### src/sv/sbda_pkg.sv
// ----------------------------------------------------------------------------
// sbda_pkg
// shared constants and types for the signed binary to decimal ascii block
// ----------------------------------------------------------------------------
package sbda_pkg;

    localparam int VALUE_W     = 32;
    localparam int MAX_DIGITS  = 10;
    localparam int DIGIT_IDX_W = (MAX_DIGITS > 1) ? $clog2(MAX_DIGITS) : 1;
    localparam int BCD_W       = 4 * MAX_DIGITS;
    localparam int ITER_W      = $clog2(VALUE_W);
    localparam int QUEUE_DEPTH = 2;
    localparam int QPTR_W      = (QUEUE_DEPTH > 1) ? $clog2(QUEUE_DEPTH) : 1;
    localparam int QCNT_W      = $clog2(QUEUE_DEPTH + 1);

    localparam logic [7:0] CHAR_ZERO  = 8'd48;
    localparam logic [7:0] CHAR_MINUS = 8'd45;

    // one classified word waiting for conversion
    typedef struct packed {
        logic               negative;
        logic [VALUE_W-1:0] magnitude;
    } sbda_entry_t;

    // queue status seen by the back end
    typedef struct packed {
        logic        not_empty;
        sbda_entry_t head;
    } sbda_q_status_t;

endpackage

### src/sv/sbda_front.sv
// ----------------------------------------------------------------------------
// sbda_front
// accepts input words, splits them into sign and unsigned magnitude
// ----------------------------------------------------------------------------
module sbda_front (
    input  logic [sbda_pkg::VALUE_W-1:0] value,
    input  logic                         item_valid,
    input  logic                         q_full,
    output logic                         item_stall,
    output logic                         push,
    output sbda_pkg::sbda_entry_t        entry
);
    import sbda_pkg::*;

    logic negative;

    assign negative        = value[VALUE_W-1];
    // unsigned negate keeps the most negative value exact
    assign entry.negative  = negative;
    assign entry.magnitude = negative ? (VALUE_W'(0) - value) : value;
    assign item_stall      = q_full;
    assign push            = item_valid & ~q_full;

endmodule

### src/sv/sbda_queue.sv
// ----------------------------------------------------------------------------
// sbda_queue
// short queue between front and back end
// ----------------------------------------------------------------------------
module sbda_queue (
    input  logic                     clk,
    input  logic                     rst_n,
    input  logic                     push,
    input  sbda_pkg::sbda_entry_t    push_entry,
    input  logic                     pop,
    output logic                     full,
    output sbda_pkg::sbda_q_status_t status
);
    import sbda_pkg::*;

    sbda_entry_t       slot_reg [QUEUE_DEPTH];
    logic [QPTR_W-1:0] wr_ptr_reg, wr_ptr_next;
    logic [QPTR_W-1:0] rd_ptr_reg, rd_ptr_next;
    logic [QCNT_W-1:0] count_reg, count_next;

    assign full             = (count_reg == QCNT_W'(QUEUE_DEPTH));
    assign status.not_empty = (count_reg != '0);
    assign status.head      = slot_reg[rd_ptr_reg];

    always_comb
    begin
        wr_ptr_next = wr_ptr_reg;
        rd_ptr_next = rd_ptr_reg;
        count_next  = count_reg;
        if (push)
        begin
            wr_ptr_next = (wr_ptr_reg == QPTR_W'(QUEUE_DEPTH - 1)) ? '0 : wr_ptr_reg + 1'b1;
        end
        if (pop)
        begin
            rd_ptr_next = (rd_ptr_reg == QPTR_W'(QUEUE_DEPTH - 1)) ? '0 : rd_ptr_reg + 1'b1;
        end
        if (push && !pop)
        begin
            count_next = count_reg + 1'b1;
        end
        else if (pop && !push)
        begin
            count_next = count_reg - 1'b1;
        end
    end

    always_ff @(posedge clk or negedge rst_n)
    begin
        if (!rst_n)
        begin
            wr_ptr_reg <= '0;
            rd_ptr_reg <= '0;
            count_reg  <= '0;
        end
        else
        begin
            wr_ptr_reg <= wr_ptr_next;
            rd_ptr_reg <= rd_ptr_next;
            count_reg  <= count_next;
        end
    end

    always_ff @(posedge clk)
    begin
        if (push)
        begin
            slot_reg[wr_ptr_reg] <= push_entry;
        end
    end

endmodule

### src/sv/sbda_back.sv
// ----------------------------------------------------------------------------
// sbda_back
// shift-and-add-3 conversion to decimal digits, then character emission
// ----------------------------------------------------------------------------
module sbda_back (
    input  logic                     clk,
    input  logic                     rst_n,
    input  sbda_pkg::sbda_q_status_t q_status,
    output logic                     pop,
    output logic                     char_valid,
    input  logic                     char_stall,
    output logic [7:0]               text_char,
    output logic                     last
);
    import sbda_pkg::*;

    localparam logic [2:0] ST_IDLE   = 3'd0;
    localparam logic [2:0] ST_CONV   = 3'd1;
    localparam logic [2:0] ST_LEN    = 3'd2;
    localparam logic [2:0] ST_SIGN   = 3'd3;
    localparam logic [2:0] ST_DIGITS = 3'd4;

    logic [2:0]             state_reg, state_next;
    logic [VALUE_W-1:0]     mag_reg, mag_next;
    logic                   neg_reg, neg_next;
    logic [BCD_W-1:0]       bcd_reg, bcd_next;
    logic                   ovf_reg, ovf_next;
    logic [ITER_W-1:0]      iter_reg, iter_next;
    logic [DIGIT_IDX_W-1:0] idx_reg, idx_next;
    logic                   char_valid_reg, char_valid_next;
    logic [7:0]             text_char_reg, text_char_next;
    logic                   last_reg, last_next;

    logic [BCD_W-1:0]       bcd_adj;
    logic [DIGIT_IDX_W-1:0] lead_idx;
    logic [3:0]             cur_digit;
    logic                   slot_free;
    logic                   load_char;

    assign slot_free = ~char_valid_reg | ~char_stall;
    assign cur_digit = bcd_reg[4*idx_reg +: 4];

    // add 3 to every digit of 5 or more before the shift
    always_comb
    begin
        for (int i = 0; i < MAX_DIGITS; i++)
        begin
            bcd_adj[4*i +: 4] = (bcd_reg[4*i +: 4] >= 4'd5) ?
                                bcd_reg[4*i +: 4] + 4'd3 : bcd_reg[4*i +: 4];
        end
    end

    // highest nonzero digit, digit 0 when all are zero
    always_comb
    begin
        lead_idx = '0;
        for (int i = 0; i < MAX_DIGITS; i++)
        begin
            if (bcd_reg[4*i +: 4] != 4'd0)
            begin
                lead_idx = DIGIT_IDX_W'(i);
            end
        end
    end

    always_comb
    begin
        state_next      = state_reg;
        mag_next        = mag_reg;
        neg_next        = neg_reg;
        bcd_next        = bcd_reg;
        ovf_next        = ovf_reg;
        iter_next       = iter_reg;
        idx_next        = idx_reg;
        text_char_next  = text_char_reg;
        last_next       = last_reg;
        pop             = 1'b0;
        load_char       = 1'b0;
        case (state_reg)
            ST_IDLE:
            begin
                if (q_status.not_empty)
                begin
                    pop        = 1'b1;
                    mag_next   = q_status.head.magnitude;
                    neg_next   = q_status.head.negative;
                    bcd_next   = '0;
                    ovf_next   = 1'b0;
                    iter_next  = '0;
                    state_next = ST_CONV;
                end
            end
            ST_CONV:
            begin
                bcd_next  = {bcd_adj[BCD_W-2:0], mag_reg[VALUE_W-1]};
                // a digit shifted out above the store: every stored digit is shown
                ovf_next  = ovf_reg | bcd_adj[BCD_W-1];
                mag_next  = {mag_reg[VALUE_W-2:0], 1'b0};
                iter_next = iter_reg + 1'b1;
                if (iter_reg == ITER_W'(VALUE_W - 1))
                begin
                    state_next = ST_LEN;
                end
            end
            ST_LEN:
            begin
                idx_next   = ovf_reg ? DIGIT_IDX_W'(MAX_DIGITS - 1) : lead_idx;
                state_next = neg_reg ? ST_SIGN : ST_DIGITS;
            end
            ST_SIGN:
            begin
                if (slot_free)
                begin
                    load_char      = 1'b1;
                    text_char_next = CHAR_MINUS;
                    last_next      = 1'b0;
                    state_next     = ST_DIGITS;
                end
            end
            ST_DIGITS:
            begin
                if (slot_free)
                begin
                    load_char      = 1'b1;
                    text_char_next = CHAR_ZERO + {4'b0000, cur_digit};
                    last_next      = (idx_reg == '0);
                    if (idx_reg == '0)
                    begin
                        state_next = ST_IDLE;
                    end
                    else
                    begin
                        idx_next = idx_reg - 1'b1;
                    end
                end
            end
            default:
            begin
                state_next = ST_IDLE;
            end
        endcase
    end

    always_comb
    begin
        char_valid_next = char_valid_reg;
        if (load_char)
        begin
            char_valid_next = 1'b1;
        end
        else if (!char_stall)
        begin
            char_valid_next = 1'b0;
        end
    end

    always_ff @(posedge clk or negedge rst_n)
    begin
        if (!rst_n)
        begin
            state_reg      <= ST_IDLE;
            char_valid_reg <= 1'b0;
        end
        else
        begin
            state_reg      <= state_next;
            char_valid_reg <= char_valid_next;
        end
    end

    always_ff @(posedge clk)
    begin
        mag_reg       <= mag_next;
        neg_reg       <= neg_next;
        bcd_reg       <= bcd_next;
        ovf_reg       <= ovf_next;
        iter_reg      <= iter_next;
        idx_reg       <= idx_next;
        text_char_reg <= text_char_next;
        last_reg      <= last_next;
    end

    assign char_valid = char_valid_reg;
    assign text_char  = text_char_reg;
    assign last       = last_reg;

    a_pop_only_idle: assert property (@(posedge clk) disable iff (!rst_n)
        pop |-> (state_reg == ST_IDLE) && q_status.not_empty)
        else $error("queue popped outside idle");

    a_conv_to_len: assert property (@(posedge clk) disable iff (!rst_n)
        (state_reg == ST_CONV) && (iter_reg == ITER_W'(VALUE_W - 1)) |=>
        (state_reg == ST_LEN))
        else $error("conversion did not end after full shift count");

    a_len_next: assert property (@(posedge clk) disable iff (!rst_n)
        (state_reg == ST_LEN) |=> (state_reg == ST_SIGN) || (state_reg == ST_DIGITS))
        else $error("length step went to wrong state");

    a_digit_char: assert property (@(posedge clk) disable iff (!rst_n)
        (load_char && (state_reg == ST_DIGITS)) |=>
        (text_char_reg >= CHAR_ZERO) && (text_char_reg <= CHAR_ZERO + 8'd9))
        else $error("digit character out of range");

endmodule

### src/sv/signed_binary_to_decimal_ascii.sv
// first character: the word waits in the queue, the back end pops it in its idle state,
//   then runs 32 shift steps, the leading digit search and the output register load
// per number: 32-step shift-and-add-3 loop in the back end, then n = 1 to 11 characters,
//   each loaded when the output register is free; the queue takes new words until full
// reset: rst_n asynchronous active low clears queue, sequencer and output valid
// ----------------------------------------------------------------------------
// signed_binary_to_decimal_ascii
// converts a signed 32-bit word to its decimal text, one ascii character per
// output word, most significant digit first, optional leading minus sign
// ----------------------------------------------------------------------------
module signed_binary_to_decimal_ascii (
    input  logic                         clk,
    input  logic                         rst_n,
    // input channel
    input  logic [sbda_pkg::VALUE_W-1:0] value,
    input  logic                         item_valid,
    output logic                         item_stall,
    // output channel
    output logic [7:0]                   text_char,
    output logic                         last,
    output logic                         char_valid,
    input  logic                         char_stall
);
    import sbda_pkg::*;

    // front to queue
    logic           push;
    sbda_entry_t    push_entry;
    logic           q_full;

    // queue to back end
    sbda_q_status_t q_status;
    logic           pop;

    // front end: sign split and unsigned magnitude, stalls only on a full queue
    sbda_front u_front (
        .value      (value),
        .item_valid (item_valid),
        .q_full     (q_full),
        .item_stall (item_stall),
        .push       (push),
        .entry      (push_entry)
    );

    // short queue so a new word is taken while the back end still works
    sbda_queue u_queue (
        .clk        (clk),
        .rst_n      (rst_n),
        .push       (push),
        .push_entry (push_entry),
        .pop        (pop),
        .full       (q_full),
        .status     (q_status)
    );

    // back end: binary to bcd by shifting, then sign and digits through the
    // output register; the last flag marks the final digit of the number
    sbda_back u_back (
        .clk        (clk),
        .rst_n      (rst_n),
        .q_status   (q_status),
        .pop        (pop),
        .char_valid (char_valid),
        .char_stall (char_stall),
        .text_char  (text_char),
        .last       (last)
    );

endmodule
### config.mk
export PLATFORM = sky130hd
export DESIGN_NAME = signed_binary_to_decimal_ascii
export DESIGN_NICKNAME = d
export VERILOG_FILES = /design/src/sv/sbda_pkg.sv /design/src/sv/sbda_front.sv /design/src/sv/sbda_queue.sv /design/src/sv/sbda_back.sv /design/src/sv/signed_binary_to_decimal_ascii.sv
export SDC_FILE = /design/constraint.sdc
export NUM_CORES = 1
export LEC_CHECK = 0
export ABC_AREA = 1
export BUFFER_PORTS_ARGS = -buffer_cell sky130_fd_sc_hd__buf_4
export CAP_MARGIN = 15
export CORE_ASPECT_RATIO = 2
export CORE_MARGIN = 10
export CORE_UTILIZATION = 62
export DETAILED_ROUTE_END_ITERATION = 6
export PLACE_DENSITY = 0.77
export SETUP_SLACK_MARGIN = 0.02
export SKIP_LAST_GASP = 1
export SYNTH_ARGS = -nofsm -noshare
export SYNTH_HDL_FRONTEND = slang
export SYNTH_SLANG_ARGS = --single-unit
export TNS_END_PERCENT = 1
### constraint.sdc
create_clock -name clk -period 4.3 [get_ports clk]
set_clock_uncertainty 0.05 [all_clocks]
set_input_delay 0.215 -clock clk [delete_from_list [all_inputs] [get_ports clk]]
set_output_delay 0.215 -clock clk [all_outputs]
set_load 0.01 [all_outputs]
==> results_dict.tcl, run 1 <==
set metrics [dict create \
    status "finished clean" \
    total_power_mw 6.92 \
    die_w_um 104 \
    fmax_ghz 0.428 \
    synth_ff_type "edfxtp_1" \
    async_flop_share 0.0491 \
    slew_viol_final 0 \
    ys_types 43 \
    numCtsBuffers 17 \
    drt_iter0_drc 390 \
    holdPathStages 3 \
    met1_length_um 6290 \
    fin_tns_setup_ns 0 \
    period_needed_ns 2.34 \
    syn_avg_cell_area_um2 9.50 \
    drv_cap 0 \
    synth_most_common_cell "nand2_1" \
    ir_drop_v 0.000576 \
    die_h_um 188 \
    cp.arrival_ns 2.52 \
    nets 1018 \
    gp_congestion 0.875 \
    clock_latency_ns 0.42 \
    top_layer_used "met4" \
    synth_common_cells "157 x nand2_1, 155 x edfxtp_1, 129 x inv_1, 116 x o21ai_0, 65 x nor2_1" \
    grtUsageTotal 0.182 \
    rows 61 \
    ys_ff_latch 163 \
    area_delta_synth_final_pct 12.4 \
    setup_viol 0 \
    antenna_found_initial 0 \
    yosys_warnings 0 \
    synthTopCellsByArea "edfxtp_1 53%, nand2_1 6.8%, o21ai_0 6.7%, inv_1 5.6%, ha_1 3.7%" \
    crit_path_end_kind "flip-flop" \
    fill_cells 1029 \
    route.met3.wl_um 615 \
    hold_violations 0 \
    required_ns 4.49 \
    drive_gt1_frac 0.127 \
    root_buffer "clkbuf_16" \
    seq_area_frac_synth 0.557 \
    synth_edf_count 155 \
    max_slew_margin 0.312 \
    routed_via_density 5.54 \
    cts_sinks 163 \
    start_kind "flip-flop" \
    dp_hpwl_um 12800 \
    largest_reg_flops 66 \
    grt_pass1_vias 6353 \
    r2r_cells 6 \
    die-area_um2 19500 \
    power_density_nw_per_um2 707 \
    grt_overflow 0 \
    wl_met2_um 9900 \
    syn-cell-area_um2 8710 \
    period_share 0.543 \
    wl_um 17500 \
    synth_top_area_cell "edfxtp_1" \
    synth_top_area_share 0.534 \
    clockBufferDepth 2 \
    wire_per_inst_um 15.2 \
    worst_pin_slew_ns 1.03 \
    first_pass_iters 7 \
    port_buffers 43 \
    drtAntennaViolNets 0 \
    antenna_cells 0 \
    vias 6416 \
    initial_core_util 0.630 \
    rsz0062_at_grt "no" \
    grt_pass1_wl_um 29100 \
    cts_tree "done" \
    grt_start_max_net_pins 79 \
    htreeDepth 4 \
    core_area_um2 13800 \
    min_path_type "in -> reg" \
    cts_setup_buffers 0 \
    syn_inst 917 \
    path_clk_slew_ns 0.07 \
    ios 47 \
    cp_max_fo 47 \
    route.detailed.drc 0 \
    power.leakage_nw 3.96 \
    critPathKind "reg -> reg" \
]
[cell usage in the layout (no fill, tap or decap), types with 17 or more instances in the layout]
cell	Yosys	routed
nand2_1	157	156
edfxtp_1	155	155
inv_1	129	129
o21ai_0	116	116
nor2_1	65	63
buf_4	4	48
a21oi_1	47	47
nand3_1	38	38
ha_1	26	26
o21ai_1	24	24
xor2_1	20	20
clkbuf_16	0	17
[critical path, cell delays in order (launching register included)]
cell and delay, ns:
dfrtp_1 0.44, nor2_2 0.18, nand2_2 0.25, inv_2 0.44
buf_4 0.44, o21ai_1 0.12, a211oi_1 0.23
[timing repair]
action                                 CTS  global route
hold buffers                             2             0
gates resized for setup                  0             0
endpoints found under the hold margin   10             0
[stage by stage]
step | cell area (um2) | setup slack [ns] | cells | util | hold slack, ns
after detailed placement | 9170 | 2.04 | 1124 | 0.664 | -0.00866
after CTS | 9790 | 2.01 | 1158 | 0.708 | 0.0454
after global routing | 9790 | 1.77 | 1158 | 0.708 | 0.0626
final | 9790 | 1.96 | 1158 | 0.708 | 0.0680
after floorplan | 8710 | 1.27 | 918 | - | -0.131
after global placement | 9170 | 2.07 | 1124 | 0.664 | -0.0105
[layout make-up]
cell class	count	area, um2	area share
Timing Repair Buffer	50	380	0.0389
Multi-Input combinational cell	587	3200	0.327
Sequential cell	163	4850	0.496
Clock buffer	17	425	0.0435
Tap cell	189	236	0.0242
Inverter	137	514	0.0526
Clock inverter	15	170	0.0174
[per-layer routing]
metal,vias to the layer above,GRT usage
met1,2980,0.168
li1,3200,-
met2,180,0.348
met5,-,0
met3,56,0.0436
met4,0,0.109
[power breakdown]
group          total (mW)  switching (mW)  internal, mW  leakage, nW
combinational        2.37            1.65         0.718         2.08
clock                1.50           0.625         0.871        0.286
sequential           3.05           0.354          2.70         1.60
[worst paths after layout]
path                                                 startpoint                                 to  slack [ns]
worst min-delay path                                  value[23]  u_queue.slot_reg[1][23]$_DFFE_PP_        0.07
worst max register to register  u_back.state_reg[2]$_DFFE_PN0P_    u_back.bcd_reg[4]$_SDFFCE_PN0P_        1.96
worst max-delay path            u_back.state_reg[2]$_DFFE_PN0P_    u_back.bcd_reg[4]$_SDFFCE_PN0P_        1.96
min in group asynchronous                                 rst_n     u_queue.wr_ptr_reg$_DFFE_PN0P_        0.10
max in group asynchronous                                 rst_n    u_back.state_reg[2]$_DFFE_PN0P_        3.97
worst min register to register     u_back.mag_reg[30]$_DFFE_PP_       u_back.mag_reg[31]$_DFFE_PP_        0.48
[kinds of logic (layout without fill, tap and decap cells)]
logic type	after synthesis	in the layout	share of synthesized area
simple gates	305	305	0.158
mux	2	2	0.00259
flops	163	163	0.557
compound gates	225	225	0.141
buf+inv	168	219	0.0764
fa+ha+maj	26	26	0.0374
xor+xnor	26	26	0.0261
other cells	2	3	0.000862
Note: power is estimated with default switching activity, not from simulation.
==> run 2, diff against run 1 <==
--- a/config.mk
+++ b/config.mk
@@ -10,9 +10,9 @@
 export CAP_MARGIN = 15
 export CORE_ASPECT_RATIO = 2
 export CORE_MARGIN = 10
-export CORE_UTILIZATION = 62
+export CORE_UTILIZATION = 56
 export DETAILED_ROUTE_END_ITERATION = 6
-export PLACE_DENSITY = 0.77
+export PLACE_DENSITY = 0.73
 export SETUP_SLACK_MARGIN = 0.02
 export SKIP_LAST_GASP = 1
 export SYNTH_ARGS = -nofsm -noshare
==> constraint.sdc (replaced) <==
create_clock -name clk -period 2 [get_ports clk]
set_clock_uncertainty 0.05 [all_clocks]
set_input_delay 0.1 -clock clk [delete_from_list [all_inputs] [get_ports clk]]
set_output_delay 0.1 -clock clk [all_outputs]
set_load 0.01 [all_outputs]
==> results_dict.tcl, run 2 (same netlist as run 1, synthesis figures left out) <==
set metrics [dict create \
    crit_path_frequent_cell "nand2_1" \
    final_cell_mix "156 x nand2_1, 155 x edfxtp_1, 129 x inv_1" \
    grt_pass1_vias 6614 \
    cts_tree "done" \
    fmax_ghz 0.535 \
    dp_cells 1149 \
    required_ns 2.22 \
    gp_congestion 0.923 \
    cts_setup_buffers 0 \
    pwr-share-comb 0.361 \
    cts_sinks 163 \
    first_pass_iters 4 \
    ios 47 \
    largest_reg_flops 66 \
    rr_startpoint "u_back.bcd_reg[16]$_SDFFCE_PN0P_" \
    drtAntennaViolNets 0 \
    port_buffers 43 \
    ir_drop_v 0.000822 \
    routed_via_density 5.40 \
    min_path_type "in -> reg" \
    grt_overflow 0 \
    status "finished clean" \
    grt_pass1_wl_um 30100 \
    fin_tns_setup_ns 0 \
    path_clk_slew_ns 0.06 \
    slowest_delay_ns 0.44 \
    power_density_nw_per_um2 1510 \
    power.leakage_nw 4.14 \
    crit_start "u_back.bcd_reg[16]$_SDFFCE_PN0P_" \
    worst_pin_slew_ns 0.529 \
    finalInstanceArea_um2 10200 \
    route.met3.wl_um 545 \
    period_share 0.934 \
    top_layer_used "met4" \
    place_area_um2 9380 \
    final_common_cell "nand2_1" \
    route.detailed.drc 0 \
    period_needed_ns 1.87 \
    cp.arrival_ns 2.09 \
    clock_latency_ns 0.42 \
    cp_max_fo 4 \
    critPathCapture "u_back.idx_reg[1]$_DFFE_PP_" \
    final_cells 1198 \
    drv_cap 0 \
    vias 6473 \
    initial_core_util 0.569 \
    nets 1049 \
    die_w_um 108 \
    die_h_um 196 \
    root_buffer "clkbuf_16" \
    multi_input_area_um2 3230 \
    antenna_cells 0 \
    met1_length_um 6500 \
    rsz0062_at_grt "no" \
    internal-power_mw 9.76 \
    wl_um 17700 \
    slew_viol_final 0 \
    worst_path_max_delay_cell "edfxtp_1" \
    p_seq_frac 0.419 \
    fill_cells 1201 \
    hold_violations 0 \
    holdPathStages 2 \
    timing.reg2reg.setup_slack_ns 0.13 \
    timing.rr.end "u_back.idx_reg[1]$_DFFE_PP_" \
    max_slew_margin 0.646 \
    start_kind "flip-flop" \
    drt_iter0_drc 338 \
    critPathKind "reg -> reg" \
    wl_met2_um 9910 \
    die-area_um2 21200 \
    p_switching_mw 5.61 \
    pwr-share-clk 0.220 \
    dp_hpwl_um 13100 \
    r2r_cells 8 \
    core_area_um2 15300 \
    htreeDepth 4 \
    rows 64 \
    area_delta_synth_final_pct 16.9 \
    numCtsBuffers 17 \
    wire_per_inst_um 14.8 \
    worstPathCellList "inv_1 -> ha_1 -> nand2_1 -> nor4_1 -> nand2_1 -> nand2_1 -> nand2_1 -> o21ai_1" \
    crit_path_end_kind "flip-flop" \
    final-seq-area_um2 4850 \
    swShare 0.365 \
    setup_viol 0 \
    grtUsageTotal 0.175 \
    grt_start_max_net_pins 62 \
    clockBufferDepth 2 \
    antenna_found_initial 0 \
    drive_gt1_frac 0.137 \
]
run 2: changes by cell type in the layout (fill, tap and decap cells not counted), sizes merged:
cell         before  now
buf              48   64
dlygate4sd3       2   17
inv             143  139
clkbuf           17   20
bufinv            2    4
clkinvlp          3    1
clkinv            4    5
run 2: through the flow:
stage / hold WS [ns] / power (mW) / utilization / setup slack [ns]
2_1_floorplan: -0.246 / 10.3 / - / -0.499
3_3_place_gp: -0.126 / 11.9 / 0.613 / 0.155
3_5_place_dp: -0.125 / 12.0 / 0.613 / 0.156
4_1_cts: 0.0115 / 15.5 / 0.664 / 0.0606
5_1_grt: 0.0111 / 16.5 / 0.666 / 0.0537
6_report: 0.0145 / 15.4 / 0.666 / 0.131
run 2: critical path: cells and delay by family (launching register included):
family	cells	cell delay, ns
buf+inv	1	0.12
flops	1	0.44
simple gates	5	0.80
fa+ha+maj	1	0.23
compound gates	1	0.09
run 2: power groups by stage:
| stage | registers (mW) | logic, mW | clock network [mW] |
|---|---|---|---|
| finish | 6.44 | 5.55 | 3.37 |
| detailed placement | 6.50 | 5.55 | 0 |
| floorplan | 6.33 | 3.93 | 0 |
| CTS | 6.44 | 5.61 | 3.42 |
| global route | 6.60 | 6.36 | 3.57 |
| global placement | 6.46 | 5.44 | 0 |
run 2: timing repair:
action / CTS / global route
endpoints found under the hold margin: 37 / 0
hold buffers: 17 / 0
setup endpoints to repair: 0 / 4
resized for setup: 0 / 4
run 2: final cells by class:
class                      instances  share of cell area
sequential                       163               0.477
multi-input combinational        587               0.317
timing repair buffer              81              0.0713
inverter                         137              0.0505
clock buffer                      20              0.0429
tap                              198              0.0243
clock inverter                    12              0.0173
run 2: worst min path at each step:
stage	end	slack, ns	from
final	u_queue.slot_reg[1][4]$_DFFE_PP_	0.01	value[4]
after global routing	u_queue.slot_reg[0][4]$_DFFE_PP_	0.01	value[4]
after CTS	u_queue.slot_reg[1][4]$_DFFE_PP_	0.01	value[4]
after detailed placement	u_queue.count_reg[1]$_DFFE_PN0P_	-0.13	rst_n
after global placement	u_queue.wr_ptr_reg$_DFFE_PN0P_	-0.13	rst_n
after floorplan	u_back.char_valid$_DFFE_PN0P_	-0.25	rst_n
run 2: per-layer routing:
| metal | vias up | global-route usage |
|---|---|---|
| met5 | - | 0 |
| met4 | 0 | 0.104 |
| met3 | 51 | 0.0317 |
| met2 | 139 | 0.325 |
| met1 | 3022 | 0.171 |
| li1 | 3261 | - |
==> run 3, diff against run 2 <==
--- a/config.mk
+++ b/config.mk
@@ -8,11 +8,10 @@
 export ABC_AREA = 1
 export BUFFER_PORTS_ARGS = -buffer_cell sky130_fd_sc_hd__buf_4
 export CAP_MARGIN = 15
-export CORE_ASPECT_RATIO = 2
 export CORE_MARGIN = 10
 export CORE_UTILIZATION = 56
 export DETAILED_ROUTE_END_ITERATION = 6
-export PLACE_DENSITY = 0.73
+export PLACE_DENSITY = 0.77
 export SETUP_SLACK_MARGIN = 0.02
 export SKIP_LAST_GASP = 1
 export SYNTH_ARGS = -nofsm -noshare
==> results_dict.tcl, run 3 (same netlist as run 1, synthesis figures left out) <==
set metrics [dict create \
    largest_reg_flops 66 \
    grt_pass1_vias 6472 \
    die_h_um 145 \
    rsz0062_at_grt "yes" \
    required_ns 2.10 \
    die_w_um 145 \
    die-area_um2 20900 \
    worst_slack_ns 0.170 \
    fill_cells 1230 \
    port_buffers 43 \
    multi_input_area_um2 3210 \
    r2r_cells 7 \
    drtAntennaViolNets 0 \
    initial_core_util 0.573 \
    status "finished clean" \
    antenna_cells 0 \
    whs_endpoint "u_queue.slot_reg[0][4]$_DFFE_PP_" \
    drv_cap 0 \
    routed_via_density 5.46 \
    timing.rr.end "u_back.idx_reg[2]$_DFFE_PP_" \
    nets 1045 \
    rr_startpoint "u_back.bcd_reg[16]$_SDFFCE_PN0P_" \
    clockBufferDepth 2 \
    internal-power_mw 9.50 \
    pwr-share-clk 0.209 \
    cp.arrival_ns 1.93 \
    holdPathStages 2 \
    pwr-share-comb 0.368 \
    wire_per_inst_um 15.2 \
    drive_gt1_frac 0.136 \
    max_slew_margin 0.669 \
    slew_viol_final 0 \
    cts_sinks 163 \
    period_needed_ns 1.83 \
    htreeDepth 4 \
    drt_iter0_drc 517 \
    numCtsBuffers 17 \
    final_cell_mix "156 x nand2_1, 155 x edfxtp_1, 129 x inv_1" \
    pre_cts_ws_ns 0.225 \
    worst_pin_slew_ns 0.495 \
    antenna_found_initial 0 \
    clock_latency_ns 0.43 \
    final_cells 1183 \
    crit_path_end_kind "flip-flop" \
    fmax_ghz 0.546 \
    power_density_nw_per_um2 1510 \
    cp_max_fo 4 \
    root_buffer "clkbuf_16" \
    dp_cells 1135 \
    start_kind "input port" \
    cts_setup_buffers 0 \
    postLayoutCoreUtil 0.664 \
    rows 45 \
    power.leakage_nw 4.10 \
    first_pass_iters 5 \
    holdCritStartpoint "value[4]" \
    area_delta_synth_final_pct 15.9 \
    path_clk_slew_ns 0.06 \
    dp_hpwl_um 12600 \
    critPathKind "in -> reg" \
    core_area_um2 15200 \
    period_share 0.915 \
    wl_um 17900 \
    ios 47 \
    p_switching_mw 5.76 \
    setup_viol 0 \
    min_path_type "in -> reg" \
    place_area_um2 9330 \
    vias 6459 \
    cts_tree "done" \
    grt_pass1_wl_um 30600 \
    gp_congestion 0.891 \
    hold_violations 0 \
    timing.reg2reg.setup_slack_ns 0.18 \
    ir_drop_v 0.000984 \
    finalInstanceArea_um2 10100 \
    swShare 0.378 \
    fin_worst_hold_slack_ns 0.0130 \
    route.detailed.drc 0 \
    grt_overflow 0 \
    grtUsageTotal 0.183 \
    grt_start_max_net_pins 61 \
    final_common_cell "nand2_1" \
    final-seq-area_um2 4850 \
    p_seq_frac 0.423 \
]
[run 3: power by group through the flow]
| stage | registers (mW) | clock network [mW] | logic [mW] |
|---|---|---|---|
| floorplan | 6.33 | 0 | 3.93 |
| global placement | 6.43 | 0 | 5.33 |
| detailed placement | 6.50 | 0 | 5.55 |
| CTS | 6.45 | 3.24 | 5.64 |
| global route | 6.63 | 3.40 | 6.39 |
| finish | 6.46 | 3.19 | 5.61 |
[run 3: repair_timing]
action	4_1_cts	5_1_grt
hold endpoints to repair	37	0
endpoints found under the setup margin	0	3
hold buffers	17	0
gates resized for setup	0	2
[run 3: critical path, cell delays in order]
cell and delay, ns:
dlygate4sd3_1 0.54, buf_4 0.14, inv_1 0.11, ha_2 0.23
nand3_2 0.15, inv_1 0.10, nand2_1 0.07, nor2_1 0.15
nand3_1 0.09, nand2_1 0.06, nand2_1 0.04, nand2_1 0.05
o21ai_0 0.11
[run 3: worst max-delay path by stage]
stage | startpoint | end | slack, ns | cells past startpoint
5_1_grt | value[0] | u_queue.slot_reg[0][30]$_DFFE_PP_ | 0.004 | 13
3_3_place_gp | u_back.bcd_reg[28]$_SDFFCE_PN0P_ | u_back.idx_reg[2]$_DFFE_PP_ | 0.27 | 7
6_report | value[0] | u_queue.slot_reg[0][30]$_DFFE_PP_ | 0.17 | 13
2_1_floorplan | u_queue.count_reg[1]$_DFFE_PN0P_ | u_queue.slot_reg[0][0]$_DFFE_PP_ | -0.50 | 3
4_1_cts | value[0] | u_queue.slot_reg[1][16]$_DFFE_PP_ | 0.16 | 11
3_5_place_dp | u_back.bcd_reg[16]$_SDFFCE_PN0P_ | u_back.idx_reg[2]$_DFFE_PP_ | 0.22 | 7
[run 3: per-stage QoR]
| step | setup TNS, ns | total power, mW |
|---|---|---|
| 6_report | 0 | 15.3 |
| 5_1_grt | 0 | 16.4 |
| 4_1_cts | 0 | 15.3 |
| 3_5_place_dp | 0 | 12.0 |
| 3_3_place_gp | 0 | 11.8 |
| 2_1_floorplan | -38.24 | 10.3 |
[run 3: area by class of cell]
type	count	area share
Sequential cell	163	0.481
Multi-Input combinational cell	587	0.318
Timing Repair Buffer	77	0.0689
Inverter	137	0.0510
Clock buffer	17	0.0422
Tap cell	188	0.0233
Clock inverter	14	0.0153
[run 3: per-layer routing]
metal,global-route usage,routed length [um],vias up
met5,0,0,-
met2,0.312,8920,172
met1,0.219,7760,3002
met4,0.0665,343,0
met3,0.0463,903,30
li1,-,-,3255
